--- src/design/hzc_ram.sv ---
module hzc_ram #(
  parameter int WIDTH = 8,
  parameter int DEPTH = 16,
  localparam int AW = (DEPTH > 1) ? $clog2(DEPTH) : 1
) (
  input  logic             clk,
  input  logic             we,
  input  logic [AW-1:0]    waddr,
  input  logic [WIDTH-1:0] wdata,
  input  logic [AW-1:0]    raddr,
  output logic [WIDTH-1:0] rdata
);
  logic [WIDTH-1:0] mem [DEPTH];

  always_ff @(posedge clk) begin
    if (we) begin
      mem[waddr] <= wdata;
    end
    rdata <= mem[raddr];
  end
endmodule

--- config.mk ---
export PLATFORM = sky130hd
export DESIGN_NAME = hzc_ram
export DESIGN_NICKNAME = d
export VERILOG_FILES = /design/src/design/hzc_ram.sv
export SDC_FILE = /design/constraint.sdc
export NUM_CORES = 1
export LEC_CHECK = 0
export BUFFER_PORTS_ARGS = -buffer_cell sky130_fd_sc_hd__buf_4
export CORE_MARGIN = 2
export CORE_UTILIZATION = 52
export DETAILED_ROUTE_END_ITERATION = 8
export GPL_ROUTABILITY_DRIVEN = 0
export HOLD_SLACK_MARGIN = 0.03
export PLACE_DENSITY = 0.75
export SLEW_MARGIN = 5
export SYNTH_ARGS = -nofsm -noshare
export SYNTH_HDL_FRONTEND = slang
export SYNTH_SLANG_ARGS = --single-unit
--- constraint.sdc ---
create_clock -name clk -period 5.58 [get_ports clk]
set_input_delay 0.837 -clock clk [delete_from_list [all_inputs] [get_ports clk]]
set_output_delay 0.837 -clock clk [all_outputs]
set_load 0.01 [all_outputs]
==> flow_summary.ini <==
[grt]
grt_antenna_before_repair = 0
track_usage_pct = 19.90
grt_pass1_wl_mm = 14.25
grt_overflow = 0
first_global_vias = 2433
grt_max_degree = 33

[route]
viasPerCell = 5.781
drc_errors = 0
drt-wirelength-per-cell_um = 22.80
vias = 2376
first_pass_iters = 4
wl_mm = 9.370
antenna_left = 0
drt_iter0_drc = 270

[die]
rows = 36
die_h_um = 103.5
ios = 26
die_area_mm2 = 0.01071
die_width_um = 103.5
fp.coreArea_mm2 = 0.009684
start_util_pct = 53.15

[worst_setup_path]
path_class = in2reg
cp.arrival_ps = 2230
path_max_fanout = 8
start_kind = input pin
cp.required_ps = 5720
end_kind = flip-flop

[yosys]
ys_dominant_reg_cell = edfxtp_1
ys.warnings.count = 0
syn_avg_cell_area_um2 = 22.48
synth_top_area_share_pct = 74.67
synthTopCellsByCount = 128 x edfxtp_1, 18 x mux4_2, 16 x a22oi_1
netlist_instances = 229
yosysSeqAreaShare_pct = 77.78
synth_most_common_cell = edfxtp_1
yosys.area.top_type = edfxtp_1
synth_area_mm2 = 0.005147
synth_async_sr_flop_share_pct = 0
synth_area_leaders = edfxtp_1 75%, mux4_2 7.9%, mux4_1 7.1%, dfxtp_1 3.1%, a22oi_1 2.3%
ys_types = 19
synth_nets = 247
synth_edf_count = 128
ys_ff_latch = 136

[sta]
worst_pin_slew_ps = 1013
setup_viol = 0
finalHoldViolCount = 0
period_share_pct = 37.53
rsz0062_at_grt = no
slew_headroom_pct = 32.20
fin_crit_ps = 2094
final_max_slew_viol_count = 0
tns_ps = 0
max_freq_ghz = 0.4775
skew_ps = 5.358

[hold_path]
hold_path.class = in2reg

[cts]
clock-root-buffer = clkbuf_8
h-tree-depth = 4
cts_resized = 0
cts.sinks = 136
numCtsBuffers = 17
cts_hold_buf = 0
clkTransAtPathRegs_ps = 60
cts_tree = done
post_cts.repair.setup_buffers = 0
insertion_delay_ps = 520
cts_max_path_buffers = 2

[pwr]
p_clk_share_pct = 46.7
p_leak_nw = 2.002
pwr-share-seq_pct = 48.7
p_switching_mw = 0.4864
p_comb_share_pct = 4.6
ir_drop_v = 0.0002352
internal_power_mw = 1.870
power_density_mw_per_mm2 = 391.1
sw_frac_of_total_pct = 20.64

[layout]
area_delta_synth_final_pct = 17.06
fin_nets = 283
layout-drive-gt1-share_pct = 27.70
finalNonFillerCells = 411
n_antenna_cell = 0

[placed_design]
io_buffers = 25
post-place-cells = 379
dp_hpwl_mm = 5.549

[flow_run]
drv_cap = 0

[run_status]
outcome = finished, final reports clean
registers in the layout, indices dropped and copies added (netlist names):
| register | cells |
|---|---|
| mem | 128 |
| rdata | 8 |
critical path, stage by stage:
cell and delay, ps:
buf_4 120, or3b_2 510, nor3_1 760
cells in the final DEF (no fill, tap or decap):
cell type,count
a22oi_1,16
and2_1,1
and2b_1,1
buf_4,27
bufinv_16,3
clkbuf_16,16
clkbuf_8,1
clkinv_1,2
clkinv_2,1
clkinv_4,3
clkinvlp_4,4
dfxtp_1,8
edfxtp_1,128
inv_6,2
mux4_1,14
mux4_2,18
nand2_1,9
nand2b_1,2
nand3_1,1
nand3b_1,2
nor2_1,13
nor2b_1,1
nor3_1,3
nor3_2,1
or3b_2,1
final timing paths:
kind | startpoint | end | slack [ps] | depth (start not counted)
worst max-delay path | waddr[2] | mem[0][7] | 3490 | 3
worst min-delay path | wdata[0] | mem[5][0] | 630 | 1
worst max register to register | mem[0][2] | rdata[2] | 4240 | 3
worst min register to register | mem[15][2] | rdata[2] | 670 | 3
power groups by stage:
stage	logic, mW	registers [mW]	clock network (mW)
after global routing	0.118	1.15	1.16
after detailed placement	0.110	1.17	0
after floorplan	0.0580	1.17	0
after CTS	0.110	1.15	1.12
final	0.108	1.15	1.10
after global placement	0.107	1.17	0
cell families after synthesis:
logic type             count (synthesis)  share of synthesized area, %
AO/OA/AOI/OAI                         16                         2.334
buffers and inverters                 10                         1.677
flip-flops                           136                         77.78
multiplexers                          32                         15.02
AND/OR/NAND/NOR                       35                         3.184
routing by layer:
layer,track usage [%],wire length (um),vias to the layer above
met5,0,0,-
met4,8.502,121,0
met3,6.922,856,10
met2,28.83,4469,127
met1,27.93,3922,1192
li1,-,-,1047
layout make-up:
type	instances	area, um^2
timing repair buffer	27	202.7
clock buffer	17	414.1
sequential	136	4004
multi-input combinational	83	1062
fill	668	3659
clock inverter	15	176.4
tap	133	166.4
metrics by stage:
step	utilization [%]	instance area, um^2	hold slack, ps	total power [mW]	worst slack (ps)
finish	62.22	6026	625.5	2.357	3486
global route	62.22	6026	622.1	2.426	3394
CTS	62.22	6026	607.8	2.375	3486
detailed placement	56.12	5435	664.9	1.279	2935
global placement	56.12	5435	658.3	1.275	3012
floorplan	-	5147	629.3	1.229	3250
(Power assumes the default switching activity.)
