<file path="config.mk">
export PLATFORM = sky130hd
export DESIGN_NAME = hzc_div
export DESIGN_NICKNAME = d
export VERILOG_FILES = /design/src/design/hzc_pkg.sv /design/src/design/hzc_div.sv
export SDC_FILE = /design/constraint.sdc
export NUM_CORES = 1
export LEC_CHECK = 0
export BUFFER_PORTS_ARGS = -buffer_cell sky130_fd_sc_hd__buf_4
export CORE_MARGIN = 4
export CORE_UTILIZATION = 49
export CTS_BUF_LIST = sky130_fd_sc_hd__clkbuf_4 sky130_fd_sc_hd__clkbuf_8
export DETAILED_ROUTE_END_ITERATION = 6
export HOLD_SLACK_MARGIN = 0.06
export PLACE_DENSITY_LB_ADDON = 0.12
export SLEW_MARGIN = 5
export SYNTH_ARGS = -nofsm -noshare
export SYNTH_HDL_FRONTEND = slang
export SYNTH_SLANG_ARGS = --single-unit
</file>
<file path="constraint.sdc">
create_clock -name clk -period 5.56 [get_ports clk]
set_input_delay 0 -clock clk [delete_from_list [all_inputs] [get_ports clk]]
set_output_delay 0 -clock clk [all_outputs]
set_load 0.02 [all_outputs]
</file>
<file path="src/design/hzc_pkg.sv">
package hzc_pkg;

  localparam int COORD_W     = 48;
  localparam int DEC_W       = 45;
  localparam int DIGIT_W     = 4;
  localparam int ZD_W        = 3;
  localparam int AP_W        = 2;
  localparam int RES_W       = 5;
  localparam int RADIX_W     = 3;
  localparam int REM_W       = 3;
  localparam int NIB_W       = 4;
  localparam int STEPS       = COORD_W / NIB_W;
  localparam int STEP_W      = $clog2(STEPS);
  localparam int MAX_RES_DEF = 16;
  localparam int CFG_DW      = 32;
  localparam int PADDR_W     = 3;

  localparam logic [AP_W-1:0] AP4 = 2'd0;
  localparam logic [AP_W-1:0] AP3 = 2'd1;
  localparam logic [AP_W-1:0] AP7 = 2'd2;

  localparam logic MODE_ENC = 1'b0;
  localparam logic MODE_DEC = 1'b1;

  localparam logic REG_APERTURE   = 1'b0;
  localparam logic REG_RESOLUTION = 1'b1;

  typedef struct packed {
    logic                      mode;
    logic signed [COORD_W-1:0] coord_i;
    logic signed [COORD_W-1:0] coord_j;
    logic [DIGIT_W-1:0]        digit;
    logic                      last;
  } in_item_t;

  typedef struct packed {
    logic [ZD_W-1:0]  z_digit;
    logic             last_digit;
    logic             is_decode;
    logic [DEC_W-1:0] dec_i;
    logic [DEC_W-1:0] dec_j;
    logic             bad_digit;
  } out_item_t;

  typedef struct packed {
    logic ld;
    logic run;
    logic wrap;
  } div_ctl_t;

  typedef struct packed {
    logic step;
    logic fix;
    logic clear;
  } dec_ctl_t;

  function automatic logic [RADIX_W-1:0] radix_of(input logic [AP_W-1:0] ap);
    case (ap)
      AP3:     return RADIX_W'(3);
      AP7:     return RADIX_W'(7);
      default: return RADIX_W'(2);
    endcase
  endfunction

endpackage

</file>
<file path="src/design/hzc_div.sv">
module hzc_div (
  input  logic                          clk,
  input  hzc_pkg::div_ctl_t             ctl,
  input  logic [hzc_pkg::RADIX_W-1:0]   radix,
  input  logic [hzc_pkg::COORD_W-1:0]   value,
  output logic [hzc_pkg::REM_W-1:0]     rem
);
  import hzc_pkg::*;

  logic [COORD_W-1:0] a_r, a_nxt;
  logic [REM_W-1:0]   rem_r, rem_nxt;
  logic [NIB_W-1:0]   q;
  logic [REM_W:0]     t;
  logic [REM_W-1:0]   part;

  // long division, one nibble of the dividend per cycle while run is set, quotient shifts in at the bottom
  always_comb begin
    part = rem_r;
    q    = '0;
    t    = '0;
    for (int b = 0; b < NIB_W; b++) begin
      t = {part, a_r[COORD_W-1-b]};
      if (t >= {1'b0, radix}) begin
        q[NIB_W-1-b] = 1'b1;
        part         = REM_W'(t - {1'b0, radix});
      end else begin
        part = t[REM_W-1:0];
      end
    end
    rem_nxt = part;
    a_nxt   = {a_r[COORD_W-NIB_W-1:0], q};
  end

  always_ff @(posedge clk) begin
    if (ctl.ld) begin
      a_r   <= value;
      rem_r <= '0;
    end else if (ctl.run) begin
      a_r   <= a_nxt;
      rem_r <= ctl.wrap ? '0 : rem_nxt;
    end
  end

  assign rem = rem_nxt;
endmodule

</file>
==> flow_metrics.py <==
metrics = {
    "floorplan": {
        "pin_count": 58,
        "num_rows": 27,
        "die_area_um2": 6950,
        "die_x_um": 83.4,
        "die_h_um": 83.4,
        "initial_core_util_pct": 50.5,
        "core_region_area_um2": 5510,
    },
    "drt": {
        "first_pass_iters": 4,
        "vias_per_cell": 5.04,
        "wl_per_cell_um": 15.8,
        "initialDrtViolationCount": 59,
        "drc": 0,
        "ant_nets": 0,
        "route.final.wire_length_um": 5980,
        "vias": 1912,
    },
    "sta": {
        "fin_skew_ps": 8.64,
        "min_period_ps": 5350,
        "worst_pin_slew_ps": 988,
        "finalCritPeriodShare_pct": 96.1,
        "slew_violations": 0,
        "final.setup.worst_slack_ps": 215,
        "slew-limit-headroom_pct": 34.0,
        "max_freq_mhz": 187,
        "setup_viol": 0,
        "hold_viol": 0,
    },
    "global_routing": {
        "grt_max_degree": 51,
        "grt_pass1_vias": 2054,
        "grt_pass1_wl_um": 9650,
        "track_usage_pct": 17.6,
        "antenna_found_initial": 0,
        "grt_overflow_total": 0,
    },
    "cells_and_area": {
        "final_cell_mix": "65 x buf_4, 49 x dlygate4sd3_1, 48 x mux2_2, 48 x edfxtp_1, 8 x ha_1",
        "postLayoutCellArea_um2": 4070,
        "final-instance-count-excl-fill": 379,
        "final_nets": 377,
        "syn2layout_area_growth_pct": 46.3,
        "fillers": 378,
        "final_util_pct": 73.9,
        "multi_input_area_um2": 1350,
        "n_antenna_cell": 0,
        "final_common_cell": "buf_4",
        "regArea_um2": 1500,
        "drive_gt1_share_pct": 51.8,
    },
    "logic_synthesis": {
        "synth_largest_area_cell": "edfxtp_1",
        "synthArstFlopShare_pct": 0,
        "ys_types": 43,
        "synth_nets": 261,
        "synth_area_leaders": "edfxtp_1 52%, mux2_2 20%, ha_1 5.4%",
        "ys_ff_latch": 51,
        "syn_inst": 190,
        "synth_top_area_share_pct": 51.8,
        "yosys_warnings": 0,
        "synth_edf_count": 48,
        "syn_area_um2": 2780,
        "syn_area_per_cell_um2": 14.6,
        "yosys_most_used_dff": "edfxtp_1",
        "ys_seq_area_share_pct": 54.0,
    },
    "clocking": {
        "tritoncts": "built",
        "clock_path_buffers": 2,
        "clkSlewWorstSetupHoldPaths_ps": 90,
        "cts_sinks": 51,
        "clk_latency_ps": 310,
        "numCtsBuffers": 5,
        "htreeDepth": 2,
        "clock-root-buffer": "clkbuf_8",
    },
    "setup_path": {
        "critPathArrivalTime_ps": 5350,
        "cp_slowest_cell": "fa_2",
        "critPathKind": "reg -> out",
        "path_max_fanout": 5,
        "end_kind": "output port",
        "slowest_delay_ps": 430,
        "critPathTopFamily": "compound AO/OA/AOI/OAI gates",
        "crit_buf_inv": 6,
        "cpMostUsedCell": "inv_2",
        "required_ps": 5560,
        "start_kind": "register",
    },
    "placement": {
        "place_inst": 316,
        "gp_congestion": 0.854,
        "place_ws_ps": -22.5,
        "dpl_cell_area_um2": 3290,
        "io_buffers": 57,
        "hpwlAfterDp_um": 3730,
    },
    "power": {
        "leakage_nw": 1.64,
        "power_density_nw_per_um2": 453,
        "vdd_ir_drop_max_uv": 356,
    },
    "job": {
        "max_cap_viol_count": 0,
    },
    "min_path": {
        "holdCritPathClass": "in -> reg",
    },
    "run_status": {
        "status": "completed",
    },
}
-- cells by family (layout without fill, tap and decap cells) --
| family | after synthesis | after routing | share of synthesized area, % |
|---|---|---|---|
| XOR/XNOR | 3 | 3 | 0.944 |
| AND/OR/NAND/NOR | 22 | 22 | 4.86 |
| flip-flops | 51 | 51 | 54.0 |
| adder cells (fa/ha/maj) | 16 | 16 | 8.27 |
| multiplexers | 53 | 53 | 21.4 |
| AO/OA/AOI/OAI | 26 | 26 | 7.60 |
| buffers and inverters | 19 | 136 | 2.92 |
-- worst min-delay path: stages --
cell	delay, ps
buf_4	80
nor2_1	70
a22o_1	230
-- area by class of cell --
type                    count  share of cell area [%]
flip-flops and latches     51                    36.9
multi-input cells         120                    33.2
repair buffers            115                    24.3
well taps                  72                    2.21
clock buffers               5                    1.69
inverters                  13                    1.20
clock inverters             3                   0.492
-- final timing paths --
kind,from,endpoint,slack [ps],depth (start not counted)
setup / recovery,a_r[47]$_DFFE_PP_,rem[2],210,28
hold / removal,ctl[1],rem_r[2]$_SDFFE_PP0P_,120,3
setup reg to reg,a_r[47]$_DFFE_PP_,rem_r[2]$_SDFFE_PP0P_,380,28
hold reg to reg,a_r[42]$_DFFE_PP_,a_r[46]$_DFFE_PP_,560,1
-- Yosys cell counts, types with 2 or more instances --
cell / n
clkbuf_1: 2
a2bb2oi_1: 2
nor2_1: 2
xnor2_1: 2
or2_1: 2
buf_1: 3
edfxtp_1: 48
o211ai_1: 2
o21ai_1: 2
a21oi_1: 2
nand2_1: 6
fa_1: 4
nand2b_1: 2
and3_1: 3
a22o_1: 3
mux2_2: 49
mux2i_1: 3
inv_1: 13
ha_1: 12
o21ai_0: 3
dfxtp_1: 3
-- state kept, by name (all words and copies together), names as in the netlist --
| register | flops |
|---|---|
| a_r | 48 |
| rem_r | 3 |
-- per-layer routing --
layer | routed length (um) | global-route usage [%] | vias up
met5 | 0 | 0 | -
met1 | 2480 | 21.0 | 926
met3 | 197 | 3.87 | 6
li1 | - | - | 946
met2 | 3240 | 31.5 | 34
met4 | 70 | 5.35 | 0
-- power breakdown --
| part | internal [mW] | leakage [nW] | switching (mW) | total, mW |
|---|---|---|---|---|
| Combinational | 0.583 | 1.09 | 0.522 | 1.10 |
| Clock | 0.0880 | 0.0418 | 0.127 | 0.215 |
| Sequential | 0.498 | 0.512 | 0.0265 | 0.524 |
-- metrics by stage --
stage	setup TNS, ps	hold slack (ps)	power, mW
6_report	0	116	1.84
5_1_grt	-100	112	1.96
4_1_cts	0	104	1.63
2_1_floorplan	0	221	1.12
3_5_place_dp	-22.5	306	1.35
3_3_place_gp	0	304	1.35
-- repair_timing --
item	CTS	global route
setup endpoints to repair	4	7
buffers inserted	2	4
endpoints found under the hold margin	51	0
hold buffers	49	0
resized for setup	3	33
pin swaps	2	14
(Power assumes the default switching activity.)
